$ cat src/rtl/core/vpid_pkg.sv
// velocity pid controller: shared types, widths and codes
// no dependencies

package vpid_pkg;

  localparam int unsigned DataW   = 16;
  localparam int unsigned GainW   = 15;
  localparam int unsigned TsW     = 8;
  localparam int unsigned CfgIdxW = 8;
  localparam int unsigned CfgDatW = 16;
  localparam int unsigned NumW    = 33;
  localparam int unsigned DenW    = 17;
  localparam int unsigned RemW    = DenW + 1;
  localparam int unsigned CntW    = 6;

  localparam logic [CntW-1:0] DivLast = CntW'(NumW - 1);
  localparam logic [CntW-1:0] MulLast = CntW'(2);

  localparam logic [CfgIdxW-1:0] CfgPropGain  = 8'd0;
  localparam logic [CfgIdxW-1:0] CfgIntTime   = 8'd1;
  localparam logic [CfgIdxW-1:0] CfgDerivTime = 8'd2;
  localparam logic [CfgIdxW-1:0] CfgSampTime  = 8'd3;

  localparam logic KindStep = 1'b0;
  localparam logic KindInit = 1'b1;

  typedef enum logic [5:0] {
    StIdle = 6'b000001,
    StMul  = 6'b000010,
    StLoad = 6'b000100,
    StDiv  = 6'b001000,
    StFin  = 6'b010000,
    StHold = 6'b100000
  } state_e;

endpackage

$ cat src/rtl/core/vpid_intf.sv
// velocity pid controller: channel interfaces for input, result and config
// depends on vpid_pkg

interface vpid_in_if;
  logic                             valid;
  logic                             ready;
  logic                             kind;
  logic signed [vpid_pkg::DataW-1:0] measurement;
  logic signed [vpid_pkg::DataW-1:0] setpoint;
  logic        [vpid_pkg::GainW-1:0] upper_limit;
  modport source (output valid, kind, measurement, setpoint, upper_limit, input ready);
  modport sink   (input valid, kind, measurement, setpoint, upper_limit, output ready);
endinterface

interface vpid_out_if;
  logic                        valid;
  logic                        ready;
  logic [vpid_pkg::GainW-1:0]  drive;
  modport source (output valid, drive, input ready);
  modport sink   (input valid, drive, output ready);
endinterface

interface vpid_cfg_if;
  logic                          valid;
  logic                          ready;
  logic [vpid_pkg::CfgIdxW-1:0]  index;
  logic [vpid_pkg::CfgDatW-1:0]  data;
  modport source (output valid, index, data, input ready);
  modport sink   (input valid, index, data, output ready);
endinterface

$ cat src/rtl/core/velocity_pid_controller.sv
// velocity pid controller top level: sequencer around one multiplier and one divider
// depends on vpid_pkg and the interfaces in vpid_intf
//
// channel  dir  transfer when           payload
// in_i     in   valid & ready           kind, measurement, setpoint, upper_limit
// out_o    out  valid & ready           drive
// cfg_i    in   valid (ready tied high) index, data
//
// a sample runs from transfer to result as three passes through the
// shared 16x16 multiplier, then the add and clamp. an init runs, per
// gain, one multiply, one load and 33 steps of the restoring divider, then
// the finish state. the sequencer returns to idle before the next transfer.
// reset clears history, drive, gains and config, not payload; no clearing pass.
// a result waiting on out_o holds the sequencer before it goes idle.

module velocity_pid_controller (
  input  logic            clk_i,
  input  logic            rst_ni,
  vpid_in_if.sink         in_i,
  vpid_out_if.source      out_o,
  vpid_cfg_if.sink        cfg_i
);

  vpid_pkg::state_e state_q, state_d;

  logic [vpid_pkg::GainW-1:0] kc_q;
  logic [vpid_pkg::DataW-1:0] ti_q, td_q;
  logic [vpid_pkg::TsW-1:0]   ts_q;

  logic [vpid_pkg::DataW-1:0] y1_q, y2_q, drive_q, ki_q, kd_q;

  logic                       kind_q;
  logic [vpid_pkg::DataW-1:0] y_q, w_q;
  logic [vpid_pkg::GainW-1:0] lim_q;

  logic                       phase_q;
  logic [vpid_pkg::CntW-1:0]  cnt_q;
  logic [vpid_pkg::DataW-1:0] acc_q;
  logic [31:0]                prod_q;
  logic [vpid_pkg::NumW-1:0]  num_q;
  logic [vpid_pkg::RemW-1:0]  rem_q;
  logic [vpid_pkg::DenW-1:0]  den_q;
  logic                       den_zero_q;

  logic                       out_valid_q;
  logic [vpid_pkg::GainW-1:0] out_drive_q;

  logic [vpid_pkg::DataW-1:0] mul_a, mul_b;
  logic [31:0]                mul_p;
  logic [vpid_pkg::RemW-1:0]  trial, rem_sub;
  logic                       q_bit;
  logic [vpid_pkg::NumW-1:0]  num_next;
  logic [vpid_pkg::DataW-1:0] u_sum;
  logic [vpid_pkg::DataW-1:0] u_clamp;
  logic                       in_xfer, slot_free, out_load;

  assign in_i.ready  = (state_q == vpid_pkg::StIdle);
  assign in_xfer     = in_i.valid && in_i.ready;
  assign cfg_i.ready = 1'b1;
  assign out_o.valid = out_valid_q;
  assign out_o.drive = out_drive_q;
  assign slot_free   = !out_valid_q || out_o.ready;
  assign out_load    = slot_free &&
                       ((state_q == vpid_pkg::StFin) || (state_q == vpid_pkg::StHold));

  // shared multiplier operands
  always_comb begin
    mul_a = {1'b0, kc_q};
    mul_b = {{(vpid_pkg::DataW-vpid_pkg::TsW){1'b0}}, ts_q};
    if (kind_q == vpid_pkg::KindInit) begin
      if (phase_q) begin
        mul_b = td_q;
      end
    end else begin
      unique case (cnt_q)
        vpid_pkg::CntW'(0): begin
          mul_b = y1_q - y_q;
        end
        vpid_pkg::CntW'(1): begin
          mul_a = ki_q;
          mul_b = w_q - y_q;
        end
        default: begin
          mul_a = kd_q;
          mul_b = (y1_q << 1) - y_q - y2_q;
        end
      endcase
    end
  end

  assign mul_p = 32'(mul_a) * 32'(mul_b);

  // restoring divider step
  assign trial    = {rem_q[vpid_pkg::DenW-1:0], num_q[vpid_pkg::NumW-1]};
  assign q_bit    = (trial >= {1'b0, den_q});
  assign rem_sub  = trial - {1'b0, den_q};
  assign num_next = {num_q[vpid_pkg::NumW-2:0], q_bit};

  // drive update and clamp
  assign u_sum = drive_q + acc_q;
  always_comb begin
    if (u_sum[vpid_pkg::DataW-1]) begin
      u_clamp = '0;
    end else if (u_sum > {1'b0, lim_q}) begin
      u_clamp = {1'b0, lim_q};
    end else begin
      u_clamp = u_sum;
    end
  end

  always_comb begin
    state_d = state_q;
    unique case (state_q)
      vpid_pkg::StIdle: if (in_xfer) state_d = vpid_pkg::StMul;
      vpid_pkg::StMul: begin
        if (kind_q == vpid_pkg::KindInit) begin
          state_d = vpid_pkg::StLoad;
        end else if (cnt_q == vpid_pkg::MulLast) begin
          state_d = vpid_pkg::StFin;
        end
      end
      vpid_pkg::StLoad: state_d = vpid_pkg::StDiv;
      vpid_pkg::StDiv: begin
        if (cnt_q == vpid_pkg::DivLast) begin
          state_d = phase_q ? vpid_pkg::StFin : vpid_pkg::StMul;
        end
      end
      vpid_pkg::StFin:  state_d = slot_free ? vpid_pkg::StIdle : vpid_pkg::StHold;
      vpid_pkg::StHold: if (slot_free) state_d = vpid_pkg::StIdle;
      default:          state_d = vpid_pkg::StIdle;
    endcase
  end

  always_ff @(posedge clk_i or negedge rst_ni) begin
    if (!rst_ni) begin
      state_q     <= vpid_pkg::StIdle;
      kc_q        <= '0;
      ti_q        <= '0;
      td_q        <= '0;
      ts_q        <= '0;
      y1_q        <= '0;
      y2_q        <= '0;
      drive_q     <= '0;
      ki_q        <= '0;
      kd_q        <= '0;
      kind_q      <= vpid_pkg::KindStep;
      phase_q     <= 1'b0;
      cnt_q       <= '0;
      out_valid_q <= 1'b0;
    end else begin
      state_q <= state_d;

      if (cfg_i.valid) begin
        unique case (cfg_i.index)
          vpid_pkg::CfgPropGain:  kc_q <= cfg_i.data[vpid_pkg::GainW-1:0];
          vpid_pkg::CfgIntTime:   ti_q <= cfg_i.data;
          vpid_pkg::CfgDerivTime: td_q <= cfg_i.data;
          vpid_pkg::CfgSampTime:  ts_q <= cfg_i.data[vpid_pkg::TsW-1:0];
          default: ;
        endcase
      end

      if (out_load) begin
        out_valid_q <= 1'b1;
      end else if (out_valid_q && out_o.ready) begin
        out_valid_q <= 1'b0;
      end

      unique case (state_q)
        vpid_pkg::StIdle: begin
          if (in_xfer) begin
            kind_q  <= in_i.kind;
            phase_q <= 1'b0;
            cnt_q   <= '0;
          end
        end
        vpid_pkg::StMul: begin
          if (kind_q == vpid_pkg::KindStep) begin
            cnt_q <= cnt_q + 1'b1;
          end
        end
        vpid_pkg::StLoad: begin
          cnt_q <= '0;
        end
        vpid_pkg::StDiv: begin
          if (cnt_q == vpid_pkg::DivLast) begin
            cnt_q   <= '0;
            phase_q <= 1'b1;
            if (phase_q) begin
              kd_q <= den_zero_q ? '0 : num_next[vpid_pkg::DataW-1:0];
            end else begin
              ki_q <= den_zero_q ? '0 : num_next[vpid_pkg::DataW-1:0];
            end
          end else begin
            cnt_q <= cnt_q + 1'b1;
          end
        end
        vpid_pkg::StFin: begin
          if (kind_q == vpid_pkg::KindInit) begin
            y1_q <= y_q;
            y2_q <= y_q;
          end else begin
            drive_q <= u_clamp;
            y2_q    <= y1_q;
            y1_q    <= y_q;
          end
        end
        default: ;
      endcase
    end
  end

  // payload registers
  always_ff @(posedge clk_i) begin
    unique case (state_q)
      vpid_pkg::StIdle: begin
        if (in_xfer) begin
          y_q   <= in_i.measurement;
          w_q   <= in_i.setpoint;
          lim_q <= in_i.upper_limit;
          acc_q <= '0;
        end
      end
      vpid_pkg::StMul: begin
        prod_q <= mul_p;
        acc_q  <= acc_q + mul_p[vpid_pkg::DataW-1:0];
      end
      vpid_pkg::StLoad: begin
        rem_q <= '0;
        if (phase_q) begin
          num_q      <= {prod_q, 1'b0} + vpid_pkg::NumW'(ts_q);
          den_q      <= {{(vpid_pkg::DenW-vpid_pkg::TsW-1){1'b0}}, ts_q, 1'b0};
          den_zero_q <= (ts_q == '0);
        end else begin
          num_q      <= {prod_q, 1'b0} + vpid_pkg::NumW'(ti_q);
          den_q      <= {ti_q, 1'b0};
          den_zero_q <= (ti_q == '0);
        end
      end
      vpid_pkg::StDiv: begin
        num_q <= num_next;
        rem_q <= q_bit ? rem_sub : trial;
      end
      vpid_pkg::StFin: begin
        if (slot_free) begin
          out_drive_q <= (kind_q == vpid_pkg::KindInit) ? drive_q[vpid_pkg::GainW-1:0]
                                                         : u_clamp[vpid_pkg::GainW-1:0];
        end
      end
      vpid_pkg::StHold: begin
        if (slot_free) begin
          out_drive_q <= drive_q[vpid_pkg::GainW-1:0];
        end
      end
      default: ;
    endcase
  end

endmodule
$ cat src/flat_wrapper.sv
// flat-port wrapper written by rule: the top's interface ports become plain ports
module velocity_pid_controller_flat 
  (clk_i, rst_ni, in_i_valid, in_i_kind, in_i_measurement, in_i_setpoint, in_i_upper_limit, in_i_ready, out_o_valid, out_o_drive, out_o_ready, cfg_i_valid, cfg_i_index, cfg_i_data, cfg_i_ready);
  vpid_in_if in_i_i ();
  vpid_out_if out_o_i ();
  vpid_cfg_if cfg_i_i ();
  input  logic clk_i;
  input  logic rst_ni;
  input wire logic [$bits(in_i_i.valid)-1:0] in_i_valid;
  input wire logic [$bits(in_i_i.kind)-1:0] in_i_kind;
  input wire logic [$bits(in_i_i.measurement)-1:0] in_i_measurement;
  input wire logic [$bits(in_i_i.setpoint)-1:0] in_i_setpoint;
  input wire logic [$bits(in_i_i.upper_limit)-1:0] in_i_upper_limit;
  output wire logic [$bits(in_i_i.ready)-1:0] in_i_ready;
  output wire logic [$bits(out_o_i.valid)-1:0] out_o_valid;
  output wire logic [$bits(out_o_i.drive)-1:0] out_o_drive;
  input wire logic [$bits(out_o_i.ready)-1:0] out_o_ready;
  input wire logic [$bits(cfg_i_i.valid)-1:0] cfg_i_valid;
  input wire logic [$bits(cfg_i_i.index)-1:0] cfg_i_index;
  input wire logic [$bits(cfg_i_i.data)-1:0] cfg_i_data;
  output wire logic [$bits(cfg_i_i.ready)-1:0] cfg_i_ready;
  assign in_i_i.valid = in_i_valid;
  assign in_i_i.kind = in_i_kind;
  assign in_i_i.measurement = in_i_measurement;
  assign in_i_i.setpoint = in_i_setpoint;
  assign in_i_i.upper_limit = in_i_upper_limit;
  assign in_i_ready = in_i_i.ready;
  assign out_o_valid = out_o_i.valid;
  assign out_o_drive = out_o_i.drive;
  assign out_o_i.ready = out_o_ready;
  assign cfg_i_i.valid = cfg_i_valid;
  assign cfg_i_i.index = cfg_i_index;
  assign cfg_i_i.data = cfg_i_data;
  assign cfg_i_ready = cfg_i_i.ready;
  velocity_pid_controller u_core (.clk_i(clk_i), .rst_ni(rst_ni), .in_i(in_i_i), .out_o(out_o_i), .cfg_i(cfg_i_i));
endmodule
$ cat config.mk
export PLATFORM = sky130hd
export DESIGN_NAME = velocity_pid_controller_flat
export DESIGN_NICKNAME = d
export VERILOG_FILES = /design/src/rtl/core/vpid_pkg.sv /design/src/rtl/core/vpid_intf.sv /design/src/rtl/core/velocity_pid_controller.sv /design/src/flat_wrapper.sv
export SDC_FILE = /design/constraint.sdc
export NUM_CORES = 1
export LEC_CHECK = 0
export BUFFER_PORTS_ARGS = -buffer_cell sky130_fd_sc_hd__buf_2
export CORE_MARGIN = 2
export CORE_UTILIZATION = 58
export DETAILED_ROUTE_END_ITERATION = 10
export PLACE_DENSITY = 0.87
export SLEW_MARGIN = 15
export SYNTH_ARGS = -nofsm -noshare
export SYNTH_HDL_FRONTEND = slang
export SYNTH_SLANG_ARGS = --single-unit
$ cat constraint.sdc
create_clock -name clk_i -period 9.8 [get_ports clk_i]
set_clock_uncertainty 0.1 [all_clocks]
set_input_delay 1.96 -clock clk_i [delete_from_list [all_inputs] [get_ports clk_i]]
set_output_delay 1.96 -clock clk_i [all_outputs]
set_load 0.005 [all_outputs]
# Word-level counts from Yosys, hierarchy flattened
# Index checks and enable logic that the tools add are counted.
# totals
ff_bits,328
in_bits,77
out_inout_bits,18
wordCells,125
# classes
add_sub_neg,10
n_mul,1
magnitude_cmp,2
n_eq_ne,18
muxes,38
n_bitwise,2
reduce_logical,29
# ops
cell,n
16-bit 2-to-1 mux,7
16-bit case mux with 2 select lines,3
33-bit case mux with 2 select lines,1
16-bit subtractor,4
15-bit 2-to-1 mux,4
6-bit 2-to-1 mux,9
6-bit case mux with 6 select lines,1
17-bit case mux with 2 select lines,1
33-bit by 16-bit adder with 33-bit output,1
33-bit by 8-bit adder with 33-bit output,1
33-bit 2-to-1 mux,1
16-bit adder,2
16-bit by 16-bit multiplier with 32-bit output,1
15-bit case mux with 2 select lines,1
6-bit case mux with 4 select lines,1
18-bit by 17-bit greater-or-equal comparator with 1-bit output,1
17-bit 2-to-1 mux,1
17-bit subtractor,1
"8-bit by 2-bit equality test with 1-bit output, second input constant",2
16-bit by 15-bit greater-than comparator with 1-bit output,1
16-bit logical NOT,1
8-bit logical NOT,2
3-bit AND reduction,5
2-bit AND reduction,7
other kinds (23),41

# Longest topological paths before layout
# logic_depth
ltp_word,7
depth_mapped,42
mapped_depth_nobuf,41

# Worst setup path after synthesis
# OpenSTA, ideal clock, no wires.
# synth_timing
kind,register to register
start,register u_core.cnt_q[2] (netlist name)
end,register u_core.prod_q[31] (data pin)
setup_time_ps,263
arrival_ps,8916
required_ps,9437
setup_slack_ps,521
path_stages_with_launch,39
path_buffers,3
period_less_slack_ps,9279
path_cell_list,dfrtp_1 nor4_4 and2_0 clkbuf_1 buf_1 nand2_1 nand2_1 ha_1 nor2b_1 o21a_1 o21a_1 o21ai_0 a21oi_1 o21ai_0 a21boi_0 o311ai_2 clkbuf_1 nand3_1 [... 3 more ...] inv_1 fa_1 inv_1 fa_1 fa_1 inv_1 fa_1 inv_1 ha_1 a21o_1 a21oi_1 nand2_1 o31ai_2 o31ai_1 o21ba_2 a31o_2 nor4_1 nor3_1
# synth_via
elab_chain_len,4
# synth_rtl
item,line_no,source
from (decl),velocity_pid_controller.sv:37,logic [vpid_pkg::CntW-1:0] cnt_q;
from (signal assigned),velocity_pid_controller.sv:179,cnt_q <= cnt_q + 1'b1;
from (signal assigned),velocity_pid_controller.sv:195,cnt_q <= cnt_q + 1'b1;
6-bit by 1-bit equality test with 1-bit output or 6-bit logical NOT (tied branches),velocity_pid_controller.sv:75,unique case (cnt_q)
16-bit case mux with 2 select lines,velocity_pid_controller.sv:75,
16-bit 2-to-1 mux,velocity_pid_controller.sv:70,if (kind_q == vpid_pkg::KindInit) begin
16-bit by 16-bit multiplier with 32-bit output *,velocity_pid_controller.sv:91,assign mul_p = 32'(mul_a) * 32'(mul_b);
net u_core.mul_p[31],velocity_pid_controller.sv:49,logic [31:0] mul_p;
to (signal assigned),velocity_pid_controller.sv:225,prod_q <= mul_p;
to (decl),velocity_pid_controller.sv:39,logic [31:0] prod_q;
# Mark *: on every way through the listed nets, which the timed path passes. The rest lies on a longest branch.
# A chain may end at the register's enable or synchronous reset.

# Worst setup path after layout
# layout_timing
start,register u_core.cnt_q[1] (netlist name)
end,register u_core.acc_q[15] (netlist name) (data pin)
# layout_via
elab_chain_len,6
# layout_rtl
item,line_no,source
6-bit by 1-bit equality test with 1-bit output or 6-bit logical NOT (tied branches),velocity_pid_controller.sv:75,
16-bit case mux with 2 select lines,velocity_pid_controller.sv:75,
16-bit 2-to-1 mux,velocity_pid_controller.sv:70,
16-bit by 16-bit multiplier with 32-bit output *,velocity_pid_controller.sv:91,
net u_core.mul_p[8],velocity_pid_controller.sv:49,
16-bit adder *,velocity_pid_controller.sv:226,acc_q <= acc_q + mul_p[vpid_pkg::DataW-1:0];
16-bit case mux with 2 select lines *,velocity_pid_controller.sv:215,unique case (state_q)
to (signal assigned),velocity_pid_controller.sv:226,
to (decl),velocity_pid_controller.sv:38,logic [vpid_pkg::DataW-1:0] acc_q;
# Marked as above.

==> qor.txt <==
Worst-margin pin slew = 1.188 ns
RSZ-0062 raised after global routing = false
Max clock buf depth = 3
Cell seen most often among critical-path stages = ha_1
VDD IR max = 0.3011 mV
Nets = 3373
Crit-path slowest cell = mux2i_1
Worst path max stage delay = 0.56 ns
Global-route wire length before repair = 118100 µm
CP bufs+invs = 2
# rows = 79
Register bit count reported by yosys = 326
Family with the most delay on the worst path = adder cells
Biggest regs = u_core.num_q: 33 flops, u_core.prod_q: 32 flops, u_core.rem_q: 17 flops
Commonest non-fill, non-tap cell in the layout = nand2_1
CTS tree = yes
Die Ht = 220.0 µm
Total Wirelength = 73600 µm
Leak = 0.01401 µW
IO buf count = 93
Finished Core Util = 0.6424
Post-Syn Area = 27060 µm²
Gr busiest metal = met2
Top_reg_cell synth = edfxtp_1
Max_slew headroom = 0.1996
Syn_area_per_cell = 9.767 µm²
Initial antenna violation count = 3
R2R Setup Slk = 0.37 ns
CP endpoint kind = flop
Multi-input gate area = 16470 µm²
Setup violations, final = 0
Vias in the first global route = 22250
CP Max Fanout = 8
Gr ovfl total = 0
Layout cell share with drive strength beyond 1 = 0.1110
Cell variety after synth = 76
Overall Global Routing Usage = 0.3153
CP Launch Type = flop
Final Hold Viols = 0
Area Growth Syn to Fin = 9.806%
Fillers = 3529
# H-tree levels = 2
DR DRC count = 0
Largest net degree at the start of global routing = 78
Seq/Total Area, Yosys = 0.3342
Yosys warning count = 0
Reg area = 9047 µm²
HP Class = reg2reg
Placeable Area = 46260 µm²
Reg clk slew, reported paths = 0.06 ns
Root buffer cell = clkbuf_16
Setup tns final = 0 ns
CTS buffer count = 37
F_max = 106.1 MHz
Post-route ant nets = 0
Top-level I/O count = 95
CP arrival = 9.65 ns
Met3 Use GR = 0.07177
Req. time, crit path = 10.02 ns
Final Wtd Congestion = 1.002
Routed length per instance = 21.02 µm
Crit path kind = reg2reg
Power Dens Cells = 274.5 nW/µm²
Initial core utilization = 0.5850
Biggest register = u_core.num_q
Final min period = 9.426 ns
Die X-Extent = 220.0 µm
Most frequent cells in the layout = nand2_1 (341), inv_1 (328), ha_1 (219)
Max reg flops = 33
M2 GR Usage = 0.5197
Total number of vias = 21320
Tcrit/Tclk final = 0.9619
Ys async rst share = 0.4571
Mapped Nets = 3280
Worst-skew pair later-pin latency = 0.58 ns
Max Cap Violations = 0
DRT Pass-1 Iters = 5
Routed vias/inst = 6.088
DRC marker count from the first detailed-route iteration = 1732
Clock net sink count = 326
Status = finished clean
Max-slew violations = 0
Met1 usage = 0.3932
HPWL Detailed = 55240 µm
Die Area = 48400 µm²
Number of synthesized flops with an enable pin = 177
Synth Instances = 2771
## power by group
group | internal (µW) | switching [µW] | total (µW)
clock | 878 | 611 | 1490
sequential | 1770 | 210 | 1980
combinational | 1770 | 2920 | 4690
total | 4420 | 3740 | 8160
## cells by family (layout without fill, tap and decap cells)
| logic type | Yosys count | count (layout) | share of synthesized area |
|---|---|---|---|
| xor gates and xnor gates | 106 | 106 | 0.03481 |
| muxes | 114 | 114 | 0.04526 |
| adders and majority gates | 432 | 432 | 0.2588 |
| and+or+nand+nor | 859 | 859 | 0.1462 |
| buffers and inverters | 424 | 546 | 0.05941 |
| AOI/OAI and AO/OA | 509 | 509 | 0.1211 |
| other | 1 | 2 | 0.0001386 |
| DFF | 326 | 326 | 0.3342 |
## worst register-to-register path, delay by kind of cell, from the launching register on
family                   cells  cell delay (ns)
adder cells (fa/ha/maj)     11             4.03
AO/OA/AOI/OAI                8             2.15
AND/OR/NAND/NOR             10             1.30
multiplexers                 2             0.74
flip-flops                   1             0.40
XOR/XNOR                     2             0.31
buffers and inverters        2             0.13
## final timing paths
kind                                 start                end  depth (start not counted)
setup / recovery           u_core.cnt_q[1]   u_core.acc_q[15]                         35
hold / removal             u_core.y2_q[14]    u_core.y2_q[14]                          2
setup reg to reg           u_core.cnt_q[1]   u_core.acc_q[15]                         35
hold reg to reg            u_core.y2_q[14]    u_core.y2_q[14]                          2
max in group asynchronous           rst_ni     u_core.phase_q                          2
min in group asynchronous           rst_ni  u_core.drive_q[6]                          1
## through the flow
step,cells,instance area (µm²),power (µW),hold slack [ns],setup WS (ns)
after global placement,3430,28360,6323,0.3603,0.5297
final,3501,29720,8158,0.3827,0.3738
after CTS,3498,29660,8026,0.3846,0.3128
after detailed placement,3430,28360,6487,0.3711,0.3561
after floorplan,2771,27060,5145,0.3489,0.5214
after global routing,3501,29720,8684,0.4098,0.02447
## cell usage after synthesis, drive strengths merged (9+ instances only)
master / count / area, µm²
nand3: 64 / 325.3
mux2i: 47 / 470.5
a31oi: 13 / 81.33
inv: 329 / 1235
nor4: 14 / 102.6
fa: 213 / 4264
nand3b: 9 / 67.56
ha: 219 / 2740
clkbuf: 78 / 292.8
a21o: 52 / 390.4
or3: 14 / 87.58
a211oi: 24 / 185.2
buf: 17 / 80.07
o31ai: 54 / 410.4
o211ai: 13 / 97.59
mux2: 67 / 754.5
nand2b: 45 / 281.5
o21ai: 137 / 685.7
nand2: 342 / 1284
nor2: 202 / 758.2
xor2: 39 / 341.6
nor3: 36 / 180.2
nor2b: 43 / 269.0
edfxtp: 177 / 5315
and3: 17 / 106.4
a22oi: 16 / 120.1
xnor2: 66 / 578.1
o21a: 29 / 217.7
a21oi: 116 / 588.1
and2: 40 / 250.2
dfrtp: 148 / 3704
## repair_timing
item	4_1_cts	5_1_grt
setup buffers	0	2
resized for setup	0	9
hold buffers	0	0
endpoints found under the setup margin	0	8
## layout make-up
class,instances,share of cell area
inverter,329,0.04156
timing repair buffer,149,0.03057
antenna,1,0.00008421
sequential,326,0.3044
clock buffer,49,0.03575
tap,607,0.02556
clock inverter,19,0.007958
multi-input combinational,2021,0.5541
## routing by layer
| metal | share of wire | wire (µm) |
|---|---|---|
| met4 | 0.054 | 3943 |
| met3 | 0.096 | 7054 |
| met1 | 0.39 | 28450 |
| met2 | 0.46 | 34160 |
| met5 | 0 | 0 |
Power figures use the tool's default switching activity.
